--- src/rtl/core/fbpa_pkg.sv ---
// ----------------------------------------------------------------------------
// Fixed block pool allocator package
// Shared constants, command and status codes, and word types.
// ----------------------------------------------------------------------------
package fbpa_pkg;

  localparam int POOL_DEPTH   = 256;
  localparam int SLOT_W       = 8;
  localparam int CNT_W        = 9;
  localparam int OFS_W        = 15;
  localparam int UNIT_BYTES   = 64;
  localparam int HEADER_BYTES = 16;
  localparam int STRIDE       = UNIT_BYTES + HEADER_BYTES;

  localparam logic [OFS_W-1:0] STRIDE_B = OFS_W'(STRIDE);
  localparam logic [OFS_W-1:0] HEADER_B = OFS_W'(HEADER_BYTES);
  localparam logic [CNT_W-1:0] DEPTH_C  = CNT_W'(POOL_DEPTH);

  localparam logic [1:0] CMD_ALLOC = 2'd0;
  localparam logic [1:0] CMD_FREE  = 2'd1;
  localparam logic [1:0] CMD_QUERY = 2'd2;

  localparam logic [1:0] ST_OK         = 2'd0;
  localparam logic [1:0] ST_EMPTY      = 2'd1;
  localparam logic [1:0] ST_NOT_IN_POOL = 2'd2;
  localparam logic [1:0] ST_NOT_ALLOC  = 2'd3;

  typedef struct packed {
    logic [1:0]        cmd;
    logic [SLOT_W-1:0] slot;
  } in_word_t;

  typedef struct packed {
    logic [1:0]        status;
    logic [SLOT_W-1:0] granted_slot;
    logic [OFS_W-1:0]  byte_offset;
    logic [CNT_W-1:0]  allocated_count;
    logic [CNT_W-1:0]  free_count;
    logic [OFS_W-1:0]  total_bytes;
  } out_word_t;

  typedef struct packed {
    logic load;
    logic exec;
  } ctrl_t;

  typedef struct packed {
    logic empty;
  } dp_stat_t;

endpackage

--- src/rtl/core/fbpa_ctrl.sv ---
// ----------------------------------------------------------------------------
// Fixed block pool allocator controller
// Sequences one command through stack read and execute, and drives the strobe.
// ----------------------------------------------------------------------------
module fbpa_ctrl (
  input  logic             clk,
  input  logic             rst_n,
  input  logic             start,
  input  fbpa_pkg::dp_stat_t stat,
  output logic             busy,
  output logic             out_valid,
  output fbpa_pkg::ctrl_t  ctrl
);
  import fbpa_pkg::*;

  typedef enum logic {S_IDLE, S_EXEC} state_t;

  state_t state_r;
  logic   out_valid_r;

  always_ff @(posedge clk) begin
    if (!rst_n) begin
      state_r     <= S_IDLE;
      out_valid_r <= 1'b0;
    end else begin
      out_valid_r <= 1'b0;
      case (state_r)
        S_IDLE: begin
          if (start) begin
            state_r <= S_EXEC;
          end
        end
        S_EXEC: begin
          state_r     <= S_IDLE;
          out_valid_r <= 1'b1;
        end
        default: begin
          state_r <= S_IDLE;
        end
      endcase
    end
  end

  // The empty flag is only informative here; the datapath settles the status.
  logic unused_empty;
  assign unused_empty = stat.empty;

  assign busy      = (state_r != S_IDLE);
  assign out_valid = out_valid_r;
  assign ctrl.load = start && (state_r == S_IDLE);
  assign ctrl.exec = (state_r == S_EXEC);

endmodule

--- src/rtl/core/fbpa_dp.sv ---
// ----------------------------------------------------------------------------
// Fixed block pool allocator datapath
// Free stack memory, stack pointer, in-use bits, checks and result register.
// ----------------------------------------------------------------------------
module fbpa_dp (
  input  logic                         clk,
  input  logic                         rst_n,
  input  fbpa_pkg::ctrl_t              ctrl,
  input  fbpa_pkg::in_word_t           in_word,
  input  logic                         cfg_we,
  input  logic [fbpa_pkg::CNT_W-1:0]   cfg_wdata,
  output fbpa_pkg::dp_stat_t           stat,
  output fbpa_pkg::out_word_t          out_word
);
  import fbpa_pkg::*;

  logic [SLOT_W-1:0]     mem [POOL_DEPTH];
  logic [POOL_DEPTH-1:0] stk_vld_r;
  logic [POOL_DEPTH-1:0] in_use_r;
  logic [POOL_DEPTH-1:0] in_use_nxt;
  logic [CNT_W-1:0]      unit_count_r;
  logic [CNT_W-1:0]      free_top_r;
  logic [CNT_W-1:0]      free_top_nxt;
  in_word_t              in_r;
  logic [SLOT_W-1:0]     rd_addr_r;
  logic [SLOT_W-1:0]     rd_data_r;
  logic                  rd_vld_r;
  out_word_t             out_r;
  out_word_t             out_nxt;
  logic [CNT_W-1:0]      top_dec;
  logic [SLOT_W-1:0]     rd_addr;
  logic [SLOT_W-1:0]     grant_s;
  logic                  push;
  logic [CNT_W-1:0]      cfg_count;

  assign top_dec = free_top_r - CNT_W'(1);
  assign rd_addr = top_dec[SLOT_W-1:0];
  assign grant_s = rd_vld_r ? rd_data_r : rd_addr_r;

  always_comb begin
    if (cfg_wdata == '0) begin
      cfg_count = CNT_W'(1);
    end else if (cfg_wdata > DEPTH_C) begin
      cfg_count = DEPTH_C;
    end else begin
      cfg_count = cfg_wdata;
    end
  end

  always_comb begin
    free_top_nxt        = free_top_r;
    in_use_nxt          = in_use_r;
    push                = 1'b0;
    out_nxt.status       = ST_OK;
    out_nxt.granted_slot = '0;
    out_nxt.byte_offset  = '0;
    case (in_r.cmd)
      CMD_ALLOC: begin
        if (free_top_r == '0) begin
          out_nxt.status = ST_EMPTY;
        end else begin
          free_top_nxt         = top_dec;
          in_use_nxt[grant_s]  = 1'b1;
          out_nxt.granted_slot = grant_s;
          out_nxt.byte_offset  = OFS_W'(grant_s) * STRIDE_B + HEADER_B;
        end
      end
      CMD_FREE: begin
        if ({1'b0, in_r.slot} >= unit_count_r) begin
          out_nxt.status = ST_NOT_IN_POOL;
        end else if (!in_use_r[in_r.slot]) begin
          out_nxt.status = ST_NOT_ALLOC;
        end else begin
          in_use_nxt[in_r.slot] = 1'b0;
          if (free_top_r < DEPTH_C) begin
            push         = 1'b1;
            free_top_nxt = free_top_r + CNT_W'(1);
          end
        end
      end
      default: begin
        out_nxt.status = ST_OK;
      end
    endcase
    out_nxt.allocated_count = unit_count_r - free_top_nxt;
    out_nxt.free_count      = free_top_nxt;
    out_nxt.total_bytes     = OFS_W'(unit_count_r) * STRIDE_B;
  end

  always_ff @(posedge clk) begin
    if (ctrl.load) begin
      rd_data_r <= mem[rd_addr];
    end
    if (ctrl.exec && push) begin
      mem[free_top_r[SLOT_W-1:0]] <= in_r.slot;
    end
  end

  always_ff @(posedge clk) begin
    if (ctrl.load) begin
      in_r      <= in_word;
      rd_addr_r <= rd_addr;
      rd_vld_r  <= stk_vld_r[rd_addr];
    end
    if (ctrl.exec) begin
      out_r <= out_nxt;
    end
  end

  always_ff @(posedge clk) begin
    if (!rst_n) begin
      unit_count_r <= DEPTH_C;
      free_top_r   <= DEPTH_C;
      in_use_r     <= '0;
      stk_vld_r    <= '0;
    end else if (cfg_we) begin
      unit_count_r <= cfg_count;
      free_top_r   <= cfg_count;
      in_use_r     <= '0;
      stk_vld_r    <= '0;
    end else if (ctrl.exec) begin
      free_top_r <= free_top_nxt;
      in_use_r   <= in_use_nxt;
      if (push) begin
        stk_vld_r[free_top_r[SLOT_W-1:0]] <= 1'b1;
      end
    end
  end

  assign stat.empty = (free_top_r == '0);
  assign out_word   = out_r;

endmodule

--- src/rtl/core/fixed_block_pool_allocator_core.sv ---
// ----------------------------------------------------------------------------
// Fixed block pool allocator core
// An accepted word is loaded with the stack read, then executed and registered.
// A new command is accepted only while idle; busy holds off the next one.
// The result strobe lasts one cycle; the receiver cannot stall.
// Reset and a write of unit_count free every slot at once, no clearing pass.
// ----------------------------------------------------------------------------
module fixed_block_pool_allocator_core (
  input  logic                         clk,
  input  logic                         rst_n,
  input  logic                         start,
  output logic                         busy,
  input  fbpa_pkg::in_word_t           in_word,
  output logic                         out_valid,
  output fbpa_pkg::out_word_t          out_word,
  input  logic                         cfg_we,
  input  logic [fbpa_pkg::CNT_W-1:0]   cfg_wdata
);
  import fbpa_pkg::*;

  ctrl_t    ctrl;
  dp_stat_t stat;

  fbpa_ctrl u_ctrl (
    .clk       (clk),
    .rst_n     (rst_n),
    .start     (start),
    .stat      (stat),
    .busy      (busy),
    .out_valid (out_valid),
    .ctrl      (ctrl)
  );

  fbpa_dp u_dp (
    .clk       (clk),
    .rst_n     (rst_n),
    .ctrl      (ctrl),
    .in_word   (in_word),
    .cfg_we    (cfg_we),
    .cfg_wdata (cfg_wdata),
    .stat      (stat),
    .out_word  (out_word)
  );

endmodule

--- config.mk ---
export PLATFORM = sky130hd
export DESIGN_NAME = fixed_block_pool_allocator_core
export DESIGN_NICKNAME = d
export VERILOG_FILES = /design/src/rtl/core/fbpa_pkg.sv /design/src/rtl/core/fbpa_ctrl.sv /design/src/rtl/core/fbpa_dp.sv /design/src/rtl/core/fixed_block_pool_allocator_core.sv
export SDC_FILE = /design/constraint.sdc
export NUM_CORES = 2
export LEC_CHECK = 0
export BUFFER_PORTS_ARGS = -buffer_cell sky130_fd_sc_hd__buf_2
export CAP_MARGIN = 15
export CELL_PAD_IN_SITES_DETAIL_PLACEMENT = 1
export CELL_PAD_IN_SITES_GLOBAL_PLACEMENT = 1
export CORE_MARGIN = 2
export CORE_UTILIZATION = 50
export DETAILED_ROUTE_END_ITERATION = 12
export PLACE_DENSITY_LB_ADDON = 0.1
export SLEW_MARGIN = 20
export SYNTH_ARGS = -nofsm -noshare
export SYNTH_HDL_FRONTEND = slang
export SYNTH_SLANG_ARGS = --single-unit
--- constraint.sdc ---
create_clock -name clk -period 7.7 [get_ports clk]
set_clock_uncertainty 0.05 [all_clocks]
set_input_delay 0 -clock clk [delete_from_list [all_inputs] [get_ports clk]]
set_output_delay 0 -clock clk [all_outputs]
set_load 0.1 [all_outputs]
# After elaboration in Yosys (flattened, before gate mapping)
# Memory sizes are Yosys's and may differ from the RTL's. A register that Yosys moved wholly into a read port is not among the register bits.
# Cells that the tools add are included.
# totals
reg_bits	605
ram_bits	2048
input_bits	23
out_inout_bits	60
memories	1
# mem_list
memory	words	width	rd	rd_ports_with_merged_regs	write_ports	line_no	text
u_dp.mem	256	8	1	1	1	fbpa_dp.sv:17	logic [SLOT_W-1:0] mem [POOL_DEPTH];
# op_classes
addsub	4
n_mul	2
n_lt_le_gt_ge	10
n_eq_ne	4
muxes	37
bitwise	7
n_reduce_logical	14
# op_table
operator	n
$mux 256	3
$or 256x256->256	2
$pmux 256 s2	1
$and 256x256->256	1
$not 256->256	1
$mux 9	8
$lt 8x9->1 const B	4
$demux 1 s8	3
$ge 8x1->1 const B	3
$logic_not 9->1	2
$pmux 9 s2	1
$bmux 1 s8	2
$add 15x5->15 const B	1
$mux 1	14
$mul 8x3->11 const B	1
$mul 9x3->11 const B	1
$add 9x1->9 const B	1
$ge 8x9->1	1
$gt 9x9->1 const B	1
$lt 9x9->1 const B	1
$sub 9x1->9 const B	1
$sub 9x9->9	1
$mux 8	1
$logic_and 1x1->1	5
12 further kinds	18

# Longest topological paths before layout
# logic_depth
word_depth	9
ltp_mapped	28
ltp_nobuf	23

# By module
# From an unflattened synthesis, not the netlist that was laid out.
# unflattened
hier_cells	5853
hier_area_um2	106098.0
# by_module_without_submodules
module	instances	cells_each	area_per_inst_um2
fbpa_dp	1	5847	106024.2
fbpa_ctrl	1	6	73.8

# Least setup slack after synthesis
# OpenSTA, ideal clock, no wires.
# synth_timing
kind	register -> register
start	register u_dp.in_r[0] in the netlist's numbering
end	register u_dp.out_r (netlist bit u_dp.out_word[32]) (data pin)
setup_time_ns	0.274
arrival_ns	7.800
required_ns	7.376
setup_slack_ns	-0.424
path_stages_with_launch	27
n_path_buf	3
synth_period_minus_slack_ns	8.124
path_cell_list	edfxtp_1 > buf_6 > buf_8 > clkinv_1 > buf_2 > ha_1 > nand2b_1 > a21o_1 > a21o_1 > a21oi_1 > o21ai_0 > a21oi_1 > o21ai_1 > or4_1 > nand3_1 > inv_1 > ha_1 > nor2b_1 > o21ai_0 > nand2b_1 > a21oi_1 > nor2_1 > o21ai_0 > nand2b_1 > a21oi_1 > xnor2_1 > xnor2_1
# synth_rtl
item	line_no	text
start: declaration	fbpa_dp.sv:24	in_word_t in_r;
start signal: assignment	fbpa_dp.sv:101	in_r <= in_word;
end signal: assignment	fbpa_dp.sv:106	out_r <= out_nxt;
end: declaration	fbpa_dp.sv:28	out_word_t out_r;

# Worst setup path in the final report
# layout_timing
start	register u_dp.in_r[1] in the netlist's numbering
end	memory u_dp.mem[32][2] (enable)
# layout_between
elab_chain_len	8
# layout_lines
item	line_no	text
$bmux 1 s8	fbpa_dp.sv:71	end else if (!in_use_r[in_r.slot]) begin
$mux 1 (not written as such)	fbpa_dp.sv:71	
$mux 1	fbpa_dp.sv:71	
$mux 1 *	fbpa_dp.sv:69	if ({1'b0, in_r.slot} >= unit_count_r) begin
$mux 1 *	fbpa_dp.sv:57	case (in_r.cmd)
$logic_and 1x1->1 *	fbpa_dp.sv:94	if (ctrl.exec && push) begin
$mux 1 *	fbpa_dp.sv:94	
$mux 1 (not written as such) *	fbpa_dp.sv:95	mem[free_top_r[SLOT_W-1:0]] <= in_r.slot;
end: declaration	fbpa_dp.sv:17	
# Every way passes the cells marked *; elsewhere a longest branch is shown, timed or not. The select of a mux whose other input is x is not followed.

==> Implementation_results.wiki <==
{| class="wikitable"
! Metric !! Value
|-
| Status || finished clean
|-
| LEAKAGE || 37.1 nW
|-
| Worst path setup slack after routing || 1760 ps
|-
| Count of input and output buffers || 74
|-
| Synthesized area || 106000 um^2
|-
| Critical-path maximum fanout || 26
|-
| Die Y-Extent || 464 um
|-
| Kind of end point of the critical path || flip-flop
|-
| Max Transition Viols Final || 0
|-
| Startpoint kind of the worst setup timing path || flip-flop
|-
| Placer congestion estimate || 0.829
|-
| Max rail drop VDD || 0.270 mV
|-
| Power density over the cells || 273 nW/um^2
|-
| Remaining Overflow, GRT || 0
|-
| Final nets || 6061
|-
| Vias per std cell || 6.49
|-
| Highest attainable clock frequency || 168 MHz
|-
| Fillcell total || 18200
|-
| Area used by multi-input combinational logic || 29700 um^2
|-
| Synth-to-layout area growth || 12.8%
|-
| Cell row count || 168
|-
| Total Negative Setup Slacks || 0 ps
|-
| Combinational share of power || 0.100
|-
| Clock tree from TritonCTS || done
|-
| Commonest non-fill, non-tap cells in the layout || 2125 x sky130_fd_sc_hd__edfxtp_1, 770 x sky130_fd_sc_hd__mux4_2, 530 x sky130_fd_sc_hd__dfxtp_1, 303 x sky130_fd_sc_hd__clkbuf_16, 294 x sky130_fd_sc_hd__nand2_1
|-
| Initial antenna violation count || 7
|-
| Die area || 215000 um^2
|-
| Minimum setup slack after placement || 1560 ps
|-
| Seq cells post-synth || 2657
|-
| Path category of the worst min-delay check || in -> reg
|-
| WL final || 305000 um
|-
| Number of distinct standard cells referenced by the synthesized netlist || 75
|-
| Number of flops mapped to enable cells by yosys || 2125
|-
| Dominant register cell in the synthesized netlist || sky130_fd_sc_hd__edfxtp_1
|-
| Clock insertion delay at the later pin of the skew report || 930 ps
|-
| Maximum number of pins on one net before global-route repair || 241
|-
| Number of hold violations in the final report || 0
|-
| Most area-consuming cells after synthesis || sky130_fd_sc_hd__edfxtp_1 60%, sky130_fd_sc_hd__mux4_2 16%, sky130_fd_sc_hd__dfxtp_1 10%
|-
| DRC marker count from the first detailed-route iteration || 6412
|-
| Number of H-tree branching levels || 5
|-
| Number of clock sinks || 2657
|-
| Clock buffer count from CTS || 296
|-
| Ratio of cells with drive above 1 in the final layout || 0.251
|-
| Total of cells resized after clock tree synthesis || 0
|-
| Core area || 210000 um^2
|-
| Vias || 58500
|-
| Starting Density || 0.504
|-
| Number of buffers between clock root and the deepest sink || 4
|-
| Worst Max-Slew Pin Slew || 1320 ps
|-
| Library cell with the largest summed area after synthesis || sky130_fd_sc_hd__edfxtp_1
|-
| Total number of yosys warnings || 0
|-
| Final antenna-violating net count || 0
|-
| Post-layout minimum cycle time || 5940 ps
|-
| Root Driver || sky130_fd_sc_hd__clkbuf_16
|-
| Fraction of synthesized cell area taken by the top area cell type || 0.603
|-
| Share of the yosys chip area belonging to registers || 0.703
|-
| Placed insts || 8436
|-
| Detailed-routing iteration count for the pre-antenna-repair pass || 6
|-
| Async set-or-reset flop fraction in the synthesized netlist || 0
|-
| RSZ-0062 raised after global routing || no
|-
| Tot GR Track Use || 0.284
|-
| Fraction of power spent switching nets || 0.242
|-
| Required time of the critical path || 8190 ps
|-
| Final routed DRC violation total || 0
|-
| Post-DP HPWL || 183000 um
|-
| Max_cap viols || 0
|-
| Power Internal || 24.7 mW
|-
| Net switching power of the design || 7.88 mW
|-
| Max transition margin || 0.116
|-
| Clock input transition at the sequential cells of the worst setup and hold paths || 60 ps
|-
| Setup-violating endpoint count in the final report || 0
|-
| Type of the worst setup path || reg -> reg
|-
| Post-route fraction of the period consumed by the critical path || 0.772
|-
| Most frequent standard cell in the layout excluding fill and tap cells || sky130_fd_sc_hd__edfxtp_1
|-
| Final instance count without filler cells || 9014
|-
| Wire length per cell || 33.8 um
|-
| Fin util || 0.569
|-
| Gate Count Post-Synth || 5836
|-
| Global-route wire length before repair || 445000 um
|-
| CP Data Arrival Time || 6440 ps
|-
| Vias in the first global route || 60500
|-
| Reg power frac || 0.479
|-
| Die X || 464 um
|-
| Power share of the clock group || 0.421
|-
| Top-level port count || 83
|-
| Register area || 74500 um^2
|-
| Syn Area/Cell || 18.1 um^2
|}
final cells by class:
class / count / area share
inverters: 47 / 0.00152
diodes: 2 / 0.0000419
well taps: 2805 / 0.0294
multi-input cells: 2715 / 0.249
repair buffers: 267 / 0.0189
flip-flops and latches: 2657 / 0.623
clock buffers: 401 / 0.0694
clock inverters: 120 / 0.00883
what timing repair did:
| action | 4_1_cts | 5_1_grt |
|---|---|---|
| hold buffers | 52 | 0 |
| hold endpoints to repair | 67 | 0 |
| buffers inserted | 0 | 0 |
cells in the mapped netlist (5+ instances only):
cell and number:
sky130_fd_sc_hd__nor3_1 22, sky130_fd_sc_hd__nor2_4 25, sky130_fd_sc_hd__a211oi_1 8, sky130_fd_sc_hd__xnor2_1 24, sky130_fd_sc_hd__inv_1 44, sky130_fd_sc_hd__nand2b_1 24
sky130_fd_sc_hd__a22o_1 62, sky130_fd_sc_hd__xor2_1 11, sky130_fd_sc_hd__and2_1 6, sky130_fd_sc_hd__buf_1 70, sky130_fd_sc_hd__nor4_1 6, sky130_fd_sc_hd__or3_1 20
sky130_fd_sc_hd__dfxtp_1 532, sky130_fd_sc_hd__nand3_1 74, sky130_fd_sc_hd__mux2_2 17, sky130_fd_sc_hd__mux4_1 6, sky130_fd_sc_hd__nor2b_1 21, sky130_fd_sc_hd__buf_4 13
sky130_fd_sc_hd__nand2_1 295, sky130_fd_sc_hd__o311ai_0 12, sky130_fd_sc_hd__or4_1 6, sky130_fd_sc_hd__clkbuf_1 275, sky130_fd_sc_hd__o22ai_1 12, sky130_fd_sc_hd__a21oi_1 46
sky130_fd_sc_hd__nor2_1 289, sky130_fd_sc_hd__nor2_2 25, sky130_fd_sc_hd__o31ai_1 14, sky130_fd_sc_hd__o211ai_1 244, sky130_fd_sc_hd__buf_8 5, sky130_fd_sc_hd__a31oi_1 14
sky130_fd_sc_hd__o21a_1 194, sky130_fd_sc_hd__edfxtp_1 2125, sky130_fd_sc_hd__mux2i_1 16, sky130_fd_sc_hd__mux4_2 770, sky130_fd_sc_hd__buf_2 47, sky130_fd_sc_hd__o21bai_1 7
sky130_fd_sc_hd__buf_6 13, sky130_fd_sc_hd__and3_1 24, sky130_fd_sc_hd__a311oi_1 29, sky130_fd_sc_hd__o21ai_0 256, sky130_fd_sc_hd__or2_2 8, sky130_fd_sc_hd__ha_1 51
sky130_fd_sc_hd__a21o_1 14
registers in the layout, summed over array words and instances (netlist names), 8 cells and up:
signal,cells
u_dp.stk_vld_r,256
u_dp.in_r,10
u_dp.rd_addr_r,8
u_dp.mem,2048
u_dp.free_top_r,9
u_dp.in_use_r,256
u_dp.out_word,50
u_dp.rd_data_r,8
u_dp.unit_count_r,9
worst max-delay path: stages (launching register included):
cell	delay [ps]
sky130_fd_sc_hd__edfxtp_1	750
sky130_fd_sc_hd__buf_8	260
sky130_fd_sc_hd__buf_12	200
sky130_fd_sc_hd__a211oi_1	100
sky130_fd_sc_hd__or4_1	560
sky130_fd_sc_hd__a311oi_1	490
sky130_fd_sc_hd__a211oi_2	130
sky130_fd_sc_hd__a31oi_4	380
sky130_fd_sc_hd__o211ai_4	410
sky130_fd_sc_hd__nor3_4	380
sky130_fd_sc_hd__nand3_2	670
sky130_fd_sc_hd__buf_4	510
sky130_fd_sc_hd__nor2_1	660
routing by layer:
layer,vias up,global-route usage,wire [um]
met3,489,0.0430,20500
met5,-,0,0
met1,31700,0.416,131000
met2,2355,0.446,145000
li1,23900,-,-
met4,0,0.0793,8410
power groups by stage:
stage                     clock network [mW]  registers, mW  logic [mW]
final                                   13.7           15.6        3.27
after global routing                    14.4           15.6        3.44
after detailed placement                   0           15.9        3.23
after global placement                     0           15.9        3.20
after CTS                               13.9           15.6        3.26
after floorplan                            0           16.1        1.82
per-stage QoR:
step / area, um^2 / power (mW) / hold WS (ps)
finish: 119000 / 32.6 / 156
global route: 119000 / 33.5 / 162
CTS: 119000 / 32.8 / 51.1
detailed placement: 109000 / 19.1 / 128
global placement: 109000 / 19.1 / 133
floorplan: 106000 / 18.0 / 48.9
path summary, 6_finish.rpt:
check                                                         to  cells past startpoint  slack, ps                             start
worst max-delay path                   u_dp.mem[32][2]$_DFFE_PP_                     12       1760            u_dp.in_r[1]$_DFFE_PP_
worst min-delay path             u_dp.free_top_r[8]$_SDFFE_PN1P_                      3        160                            cfg_we
worst max register to register         u_dp.mem[32][2]$_DFFE_PP_                     12       1760            u_dp.in_r[1]$_DFFE_PP_
worst min register to register  u_dp.stk_vld_r[204]$_SDFFE_PP0P_                      1        410  u_dp.stk_vld_r[204]$_SDFFE_PP0P_
kinds of logic (layout without fill, tap and decap cells):
group,after synthesis,after routing,share of synthesized area
DFF,2657,2657,0.703
buffers and inverters,471,835,0.0193
xor gates and xnor gates,35,35,0.00290
AOI/OAI and AO/OA,951,951,0.0618
adders and majority gates,54,54,0.00659
muxes,809,809,0.169
and+or+nand+nor,858,858,0.0374
other,1,10,0.0000354
No activity file was read; power rests on OpenSTA's default activity.
